[src/design/point_projection_depth_buffer_core_assert.svh]
// Assertion helpers for the depth buffer core.
`ifndef POINT_PROJECTION_DEPTH_BUFFER_CORE_ASSERT_SVH
`define POINT_PROJECTION_DEPTH_BUFFER_CORE_ASSERT_SVH

// Consequent must hold in the same cycle as the antecedent.
`define PPDB_ASSERT_SAME(label, clk, rst_n, ante, cons) \
    label: assert property (@(posedge clk) disable iff (!rst_n) (ante) |-> (cons)) \
        else $error("ppdb: same-cycle check failed");

// Consequent must hold in the cycle after the antecedent.
`define PPDB_ASSERT_NEXT(label, clk, rst_n, ante, cons) \
    label: assert property (@(posedge clk) disable iff (!rst_n) (ante) |=> (cons)) \
        else $error("ppdb: next-cycle check failed");

`endif

[src/design/ppdb_pkg.sv]
package ppdb_pkg;

    // Width that holds any map dimension
    localparam int DIM_W = 13;

    // Command codes
    localparam logic [1:0] CMD_ADD   = 2'd0;
    localparam logic [1:0] CMD_CLEAR = 2'd2;

    // Configuration register indexes
    localparam logic [2:0] REG_ROT0  = 3'd0;
    localparam logic [2:0] REG_ROT1  = 3'd1;
    localparam logic [2:0] REG_ROT2  = 3'd2;
    localparam logic [2:0] REG_SHXY  = 3'd3;
    localparam logic [2:0] REG_SHZ   = 3'd4;
    localparam logic [2:0] REG_FOCAL = 3'd5;
    localparam logic [2:0] REG_PRINC = 3'd6;

    // Reset values
    localparam logic [53:0] ROT0_RST  = 54'h10_0000_0000_0000;
    localparam logic [53:0] ROT1_RST  = 54'h4_0000_0000;
    localparam logic [53:0] ROT2_RST  = 54'h1_0000;
    localparam logic [63:0] FOCAL_RST = 64'h01F4_0000_01F4_0000;
    localparam logic [63:0] PRINC_RST = 64'h0200_0000_0100_0000;

    typedef struct packed {
        logic [1:0]         command;
        logic signed [31:0] point_x;
        logic signed [31:0] point_y;
        logic signed [31:0] point_z;
        logic [9:0]         read_col;
        logic [8:0]         read_row;
    } req_t;

    typedef struct packed {
        logic [31:0] range_value;
        logic [2:0]  status;
    } rsp_t;

    typedef struct packed {
        logic [53:0]        rot_row_first;
        logic [53:0]        rot_row_second;
        logic [53:0]        rot_row_third;
        logic [63:0]        shift_xy;
        logic signed [31:0] shift_z;
        logic [63:0]        focal_xy;
        logic [63:0]        principal_xy;
    } cfg_t;

    typedef enum logic [2:0] {
        ST_STORED  = 3'd0,
        ST_BEHIND  = 3'd1,
        ST_OUTSIDE = 3'd2,
        ST_FARTHER = 3'd3,
        ST_EMPTY   = 3'd4,
        ST_DONE    = 3'd5
    } status_e;

    typedef enum logic [1:0] {SRC_ZERO, SRC_RANGE, SRC_MEM} src_e;

    typedef enum logic [1:0] {MOP_CAM, MOP_SQ, MOP_FX, MOP_FY} mop_e;

    typedef enum logic [4:0] {
        S_INIT, S_IDLE, S_CAM, S_CAMW, S_CAMF, S_SQ, S_SQW, S_SQRI, S_SQRT,
        S_PX, S_PXI, S_DIVX, S_PY, S_PYI, S_DIVY, S_BND, S_RBND, S_BCHK,
        S_MCMP, S_CLR, S_DONE
    } state_e;

    // Controller to datapath
    typedef struct packed {
        logic       load_req;
        logic       acc_init;
        logic       mul_go;
        mop_e       mul_op;
        logic [1:0] mul_axis;
        logic [1:0] mul_term;
        logic       cam_fin;
        logic       sqrt_init;
        logic       sqrt_step;
        logic       div_init;
        logic       div_step;
        logic       save_qx;
        logic       bnd_pt;
        logic       bnd_rd;
        logic       mem_rd;
        logic       mem_wr;
        logic       sweep_step;
        src_e       src;
    } ctrl_cmd_t;

    // Datapath to controller
    typedef struct packed {
        logic behind;
        logic outside;
        logic hit_valid;
        logic hit_nearer;
        logic sweep_last;
    } dp_stat_t;

endpackage

[src/design/ppdb_ctrl.sv]
module ppdb_ctrl
    import ppdb_pkg::*;
(
    input  logic       clk,
    input  logic       rst_n,
    input  logic       req_valid,
    input  logic [1:0] req_command,
    input  logic       out_free,
    input  dp_stat_t   stat,
    output logic       req_ready,
    output logic       push,
    output status_e    rsp_status,
    output ctrl_cmd_t  cmd
);

    state_e  state_reg, state_next;
    logic [5:0] cnt_reg, cnt_next;
    logic    is_add_reg, is_add_next;
    status_e res_status_reg, res_status_next;
    src_e    res_src_reg, res_src_next;

    // State and sequencing registers
    always_ff @(posedge clk or negedge rst_n)
    begin
        if (!rst_n)
        begin
            state_reg      <= S_INIT;
            cnt_reg        <= '0;
            is_add_reg     <= 1'b0;
            res_status_reg <= ST_DONE;
            res_src_reg    <= SRC_ZERO;
        end
        else
        begin
            state_reg      <= state_next;
            cnt_reg        <= cnt_next;
            is_add_reg     <= is_add_next;
            res_status_reg <= res_status_next;
            res_src_reg    <= res_src_next;
        end
    end

    assign rsp_status = res_status_reg;

    // Next state and commands
    always_comb
    begin
        state_next      = state_reg;
        cnt_next        = cnt_reg;
        is_add_next     = is_add_reg;
        res_status_next = res_status_reg;
        res_src_next    = res_src_reg;
        cmd             = '0;
        cmd.src         = res_src_reg;
        req_ready       = 1'b0;
        push            = 1'b0;
        unique case (state_reg)
            S_INIT:
            begin
                cmd.sweep_step = 1'b1;
                if (stat.sweep_last)
                    state_next = S_IDLE;
            end
            S_IDLE:
            begin
                req_ready = 1'b1;
                if (req_valid)
                begin
                    cmd.load_req = 1'b1;
                    cnt_next     = '0;
                    is_add_next  = (req_command == CMD_ADD);
                    unique case (req_command)
                        CMD_ADD:
                        begin
                            cmd.acc_init = 1'b1;
                            state_next   = S_CAM;
                        end
                        CMD_CLEAR: state_next = S_CLR;
                        default:   state_next = S_RBND;
                    endcase
                end
            end
            // nine rotation products, axis in cnt[3:2], term in cnt[1:0]
            S_CAM:
            begin
                cmd.mul_go   = 1'b1;
                cmd.mul_op   = MOP_CAM;
                cmd.mul_axis = cnt_reg[3:2];
                cmd.mul_term = cnt_reg[1:0];
                if (cnt_reg[1:0] == 2'd2)
                begin
                    cnt_next = {cnt_reg[5:4], cnt_reg[3:2] + 2'd1, 2'd0};
                    if (cnt_reg[3:2] == 2'd2)
                        state_next = S_CAMW;
                end
                else
                    cnt_next = cnt_reg + 6'd1;
            end
            S_CAMW: state_next = S_CAMF;
            S_CAMF:
            begin
                cmd.cam_fin = 1'b1;
                cnt_next    = '0;
                state_next  = S_SQ;
            end
            S_SQ:
            begin
                cmd.mul_go   = 1'b1;
                cmd.mul_op   = MOP_SQ;
                cmd.mul_axis = cnt_reg[1:0];
                cnt_next     = cnt_reg + 6'd1;
                if (cnt_reg[1:0] == 2'd2)
                    state_next = S_SQW;
            end
            S_SQW: state_next = S_SQRI;
            S_SQRI:
            begin
                cmd.sqrt_init = 1'b1;
                cnt_next      = '0;
                state_next    = S_SQRT;
            end
            S_SQRT:
            begin
                cmd.sqrt_step = 1'b1;
                cnt_next      = cnt_reg + 6'd1;
                if (cnt_reg == 6'd31)
                begin
                    if (stat.behind)
                    begin
                        res_status_next = ST_BEHIND;
                        res_src_next    = SRC_RANGE;
                        state_next      = S_DONE;
                    end
                    else
                        state_next = S_PX;
                end
            end
            S_PX:
            begin
                cmd.mul_go   = 1'b1;
                cmd.mul_op   = MOP_FX;
                cmd.mul_axis = 2'd0;
                state_next   = S_PXI;
            end
            S_PXI:
            begin
                cmd.div_init = 1'b1;
                cnt_next     = '0;
                state_next   = S_DIVX;
            end
            S_DIVX:
            begin
                cmd.div_step = 1'b1;
                cnt_next     = cnt_reg + 6'd1;
                if (cnt_reg == 6'd63)
                    state_next = S_PY;
            end
            S_PY:
            begin
                cmd.save_qx  = 1'b1;
                cmd.mul_go   = 1'b1;
                cmd.mul_op   = MOP_FY;
                cmd.mul_axis = 2'd1;
                state_next   = S_PYI;
            end
            S_PYI:
            begin
                cmd.div_init = 1'b1;
                cnt_next     = '0;
                state_next   = S_DIVY;
            end
            S_DIVY:
            begin
                cmd.div_step = 1'b1;
                cnt_next     = cnt_reg + 6'd1;
                if (cnt_reg == 6'd63)
                    state_next = S_BND;
            end
            S_BND:
            begin
                cmd.bnd_pt = 1'b1;
                state_next = S_BCHK;
            end
            S_RBND:
            begin
                cmd.bnd_rd = 1'b1;
                state_next = S_BCHK;
            end
            S_BCHK:
            begin
                if (stat.outside)
                begin
                    res_status_next = ST_OUTSIDE;
                    res_src_next    = is_add_reg ? SRC_RANGE : SRC_ZERO;
                    state_next      = S_DONE;
                end
                else
                begin
                    cmd.mem_rd = 1'b1;
                    state_next = S_MCMP;
                end
            end
            // depth test for an add, hit check for a read
            S_MCMP:
            begin
                state_next = S_DONE;
                if (is_add_reg)
                begin
                    res_src_next = SRC_RANGE;
                    if (stat.hit_valid && stat.hit_nearer)
                        res_status_next = ST_FARTHER;
                    else
                    begin
                        cmd.mem_wr      = 1'b1;
                        res_status_next = ST_STORED;
                    end
                end
                else if (stat.hit_valid)
                begin
                    res_status_next = ST_DONE;
                    res_src_next    = SRC_MEM;
                end
                else
                begin
                    res_status_next = ST_EMPTY;
                    res_src_next    = SRC_ZERO;
                end
            end
            S_CLR:
            begin
                cmd.sweep_step = 1'b1;
                if (stat.sweep_last)
                begin
                    res_status_next = ST_DONE;
                    res_src_next    = SRC_ZERO;
                    state_next      = S_DONE;
                end
            end
            S_DONE:
            begin
                if (out_free)
                begin
                    push       = 1'b1;
                    state_next = S_IDLE;
                end
            end
            default: state_next = S_IDLE;
        endcase
    end

endmodule

[config.mk]
export PLATFORM = sky130hd
export DESIGN_NAME = ppdb_ctrl
export DESIGN_NICKNAME = d
export VERILOG_FILES = /design/src/design/point_projection_depth_buffer_core_assert.svh /design/src/design/ppdb_pkg.sv /design/src/design/ppdb_ctrl.sv
export SDC_FILE = /design/constraint.sdc
export NUM_CORES = 1
export LEC_CHECK = 0
export BUFFER_PORTS_ARGS = -buffer_cell sky130_fd_sc_hd__buf_2
export CAP_MARGIN = 20
export CORE_ASPECT_RATIO = 1.1
export CORE_MARGIN = 2
export CORE_UTILIZATION = 40
export CTS_BUF_LIST = sky130_fd_sc_hd__clkbuf_8 sky130_fd_sc_hd__clkbuf_16
export CTS_CLUSTER_DIAMETER = 200
export DETAILED_ROUTE_END_ITERATION = 16
export PLACE_DENSITY = 0.59
export SETUP_SLACK_MARGIN = 0.2
export SLEW_MARGIN = 15
export SYNTH_ARGS = -nofsm -noshare
export SYNTH_HDL_FRONTEND = slang
export SYNTH_SLANG_ARGS = --single-unit
[constraint.sdc]
create_clock -name clk -period 2.4 [get_ports clk]
set_clock_uncertainty 0.2 [all_clocks]
set_input_delay 0.12 -clock clk [delete_from_list [all_inputs] [get_ports clk]]
set_output_delay 0.12 -clock clk [all_outputs]
set_load 0.01 [all_outputs]
### Yosys cells after proc, flatten, opt, wreduce, memory -nomap -nowiden

Index checks and enable logic that the tools add are counted.

* add/subtract/negate cells: 2
* multipliers: 0
* div/mod/pow operators: 0
* order comparisons: 0
* equal/unequal tests: 38
* shift-type cells: 0
* mux-type cells: 55
* bitwise gates (word level): 0
* reduce and logical (&&, ||, !) cells: 16

Operators by type and width (number)
* case mux 5 bit (20 select lines): 1
* 2-to-1 mux 5 bit: 11
* equality test 5 x 4 -> 1 bit, second input constant: 8
* inequality test 2 bit, second input constant: 13
* equality test 5 bit, second input constant: 5
* case mux 6 bit (4 select lines): 1
* equality test 5 x 3 -> 1 bit, second input constant: 4
* 2-to-1 mux 1 bit: 20
* 2-to-1 mux 2 bit: 10
* case mux 5 bit (4 select lines): 1
* 2-to-1 mux 3 bit: 6
* 2-to-1 mux 6 bit: 2
* case mux 3 bit (4 select lines): 1
* equality test 5 x 2 -> 1 bit, second input constant: 2
* case mux 5 bit (2 select lines): 1
* AND reduction 10 bit: 1
* case mux 2 bit (4 select lines): 1
* nonzero test 4 bit: 2
* OR reduction 2 bit: 4
* OR reduction 4 bit: 2
* adder 6 x 1 -> 6 bit, second input constant: 1
* equality test 2 bit, second input constant: 3
* equality test 6 x 5 -> 1 bit, second input constant: 1
* equality test 6 bit, second input constant: 1
* 8 further kinds: 9

* flip-flop bits (word level): 17
* latch bits: 0
* RAM bits: 0
* memory bits (read-only): 0
* memories kept: 0

### Logic depth before layout (Yosys ltp)

* word-level depth: 4
* mapped depth: 8
* gate-level depth less buffers: 6

### Worst setup path after synthesis

No wires, ideal clock.

* path kind: reg-to-reg
* start point: register cnt_reg[0]
* end point: register state_reg[0]
* arrival time: 1.675 ns
* data required time: 2.075 ns
* slack: 0.400 ns
* stages on the path, launching flop included: 7
* cell sequence: dfrtp_1 -> ha_1 -> nand2_1 -> o221ai_1 -> a221o_1 -> o2111ai_4 -> mux2_2

* longest elaborated chain between the ends: 3
* elaborated cells between the ends (all ways): 9
* those cells by class: eq/ne: 8; reduce/logical: 1

RTL lines
* start, declared: RTL line ppdb_ctrl.sv:17 `logic [5:0] cnt_reg, cnt_next;`
* start signal, assigned: RTL line ppdb_ctrl.sv:36 `cnt_reg <= cnt_next;`
* equality test 6 bit (tied with other cells): RTL line ppdb_ctrl.sv:155, ppdb_ctrl.sv:176
* inequality test 2 bit (no line)
* AND reduction 10 bit (no line) *
* end signal, assigned: RTL line ppdb_ctrl.sv:35 `state_reg <= state_next;`
* end, declared: RTL line ppdb_ctrl.sv:16 `state_e state_reg, state_next;`

Every way passes the cells marked *; elsewhere a longest branch is shown, timed or not.
A chain may end at the register's enable or synchronous reset.

==> summary.md <==
| Metric | Value |
|---|---|
| RSZ-0062 raised after global routing | yes |
| Total GRT Usage | just over 20% |
| Failing checks | hold timing |
| Cell variety after synth | 64 |
| First-pass DRT Iterations | 4 |
| Synth async-reset ratio | 100% |
| Synthesized instance count | 211 |
| #FFs+latches synth | 17 |
| Clock sinks | 17 |
| Layout fillers | roughly 440 |
| Compound-Gate Fraction of Synth Area | 25.6% |
| GRT overflow | 0 |
| Core Rows | 25 |
| Initial DRC Count | between 150 and 200 |
| Slew margin rel. | 64.4% |
| Average cell area after synthesis | 8.14 um2 |
| Antenna Diode Count | 0 |
| Drt via density | 5.59 |
| Flop-to-flop setup slack | between 200 and 300 ps |
| Post-route cell area | 0.00210 mm2 |
| Slew @ Worst Pin | 532 ps |
| Outcome | complete, but fails checks |
| Final Hold Fails | 1 |
| Depth of the worst register-to-register path | 7 |
| Post-DP HPWL | 3.57 mm |
| Static Leakage | 0.000978 uW |
| Post-DRT Antenna Nets | 0 |
| Hold depth | 3 |
| WL/cell | 15.4 um |
| Hold/Removal Path Class | in -> reg |
| Worst Path Arrival | 1840 ps |
| Seq/Total Area, Yosys | 24.9% |
| Core footprint | 0.00422 mm2 |
| Input/output buffers | 37 |
| Via count | 1738 |
| Largest family of logic cells by synthesized area | simple AND/OR/NAND/NOR gates |
| Peak VDD IR | 0.000126 V |
| Hold EP | is_add_reg |
| CTS H-tree lvls | 1 |
| CTS tree | done |
| Clk Latency, worst-skew pair | around 260 ps |
| Largest register FFs | 6 |
| Max-Cap Viols | 0 |
| Layout Nets | 275 |
| Routed wire length | 4.80 mm |
| Max-slew violation count | 0 |
| F_max | 0.464 GHz |
| Worst Path Max Fanout | 9 |
| Yosys Warn Count | 0 |
| Minimum clock period | 2160 ps |
| Share of the synthesized area in the top cell type | between 20% and 30% |
| Most common cell in the netlist | nand2_1 |
| Fin Setup TNS | 0 ps |
| Mapped Area | between 0.0015 and 0.002 mm2 |
| Clock tree buffer depth | 2 |
| Area share of and/or/nand/nor cells after synthesis | 29.6% |
| Cell Pwr Density | 264 mW/mm2 |
| Hold WS | -3.80 ps |
| Dpl cell area | between 0.0015 and 0.002 mm2 |
| GPL Wtd Cong | 0.853 |
| I/O pins | 38 |
| Critical Path Sink Type | output pin |
| Area Growth Syn to Fin | 22.4% |
| Worst path required time | 2080 ps |
| Total die area | 0.00484 mm2 |
| Root Buffer | clkbuf_8 |
| Antenna violations before repair | 0 |
| Primary FF master, synth | dfrtp_1 |
| Synth top area cells | dfrtp_1 (22%), ha_1 (4.4%), nand2_1 (4.4%) |
| Reg-to-reg critical path endpoint | cnt_reg[5] |
| Number of global-route vias before repair | 1496 |
| Nature of the critical path startpoint | register |
| Cell taking the most area after synthesis | dfrtp_1 |
| Post-Synth XOR/XNOR Area | 2.55% |
| Most common library cells after synthesis | nand2_1 (20), nor2_1 (19), dfrtp_1 (15), a21oi_1 (12) |
| Largest net degree at the start of global routing | 18 |
| Tcrit/Tclk final | 89.9% |
| WS Path Type | reg -> out |
| Num CTS Buffers | 3 |
| Post-route DRC | 0 |
| Final setup viols | 0 |
| Die H | slightly above 70 um |
| Layout cells sized above 1 | 33.5% |
| Synth Net Count | 228 |
| R2r startpoint | state_reg[4] |
| Post-synthesis mux area share | slightly above 5% |
| Hold_sp | req_command[0] |
| Synth Area in Adders | roughly 4.4% |
| Worst-path clk slew | around 80 ps |
| Initial core utilization | about 40% |
| Die span in x | 66.5 um |
| First-pass GRT wire length | ~7.7 mm |
| Number of synthesized flops with an enable pin | 0 |
[worst max-delay path, stage by stage, from the launching register on]
cell	delay (ps)
dfrtp_1	410
buf_4	190
nor3_4	280
buf_4	170
and2_2	200
nand2_1	70
o41ai_1	60
buf_2	200
[worst max-delay path by stage]
| stage | start | to | slack, ps |
|---|---|---|---|
| global placement | cnt_reg[0] | state_reg[4] | 240 |
| finish | state_reg[4] | cmd[16] | 240 |
| detailed placement | cnt_reg[0] | state_reg[0] | 240 |
| floorplan | cnt_reg[0] | state_reg[0] | 400 |
| global route | state_reg[4] | cmd[16] | 120 |
| CTS | cnt_reg[0] | state_reg[2] | 220 |
[kinds of logic (layout without fill, tap and decap cells)]
| logic type | Yosys count | count (layout) |
|---|---|---|
| AOI/OAI and AO/OA | 57 | 57 |
| xor gates and xnor gates | 5 | 5 |
| adders and majority gates | 6 | 6 |
| DFF | 17 | 17 |
| and+or+nand+nor | 93 | 93 |
| muxes | 8 | 8 |
| buffers and inverters | 25 | 71 |
[per-layer routing]
metal  routed length, um  track usage (%)
met1                2140             28.0
met4                  92             6.12
met5                   0                0
met2                2330             33.4
met3                 241             2.93
[placed cells by master (no fill, tap or decap), drive strengths merged, types with 3 or more instances in the layout]
cell type,n
a21oi,12
buf,55
clkbuf,3
dfrtp,15
dlygate4sd3,3
ha,6
inv,9
mux2,6
nand2,22
nand2b,6
nand3,5
nand4b,3
nor2,19
nor2b,5
nor3,10
o211ai,3
o21a,3
o21ai,10
o221ai,3
o22a,3
or3,5
xor2,4
[through the flow]
| stage | utilization [%] | power [uW] | hold slack [ps] | setup WS (ps) | instances |
|---|---|---|---|---|---|
| after floorplan | - | 303 | -376 | 400 | 211 |
| after global placement | 46.9 | 326 | -119 | 242 | 301 |
| after detailed placement | 46.9 | 326 | -113 | 236 | 301 |
| after CTS | 48.8 | 561 | 3.20 | 217 | 308 |
| after global routing | 49.8 | 582 | 13.1 | 121 | 311 |
| final | 49.8 | 555 | -3.80 | 243 | 311 |
[cell type report]
type	instances	area [um2]	share of cell area (%)
Clock buffer	3	41.3	1.96
Sequential cell	17	432	20.5
Clock inverter	1	5.00	0.238
Tap cell	54	67.6	3.21
Timing Repair Buffer	58	350	16.7
Multi-Input combinational cell	169	1170	55.8
Inverter	9	33.8	1.61
[power by group]
group	leakage, uW	internal, uW	switching [uW]
Clock	0.0000255	116	116
Sequential	0.000198	287	0.468
Combinational	0.000755	16.3	20.0
[what timing repair did]
item | CTS | global route
hold endpoints to repair | 19 | 0
gates resized for setup | 2 | 8
buffers inserted | 0 | 3
endpoints found under the setup margin | 4 | 11
hold buffers | 3 | 0
pin swaps | 0 | 2
Note: power is estimated with default switching activity, not from simulation.
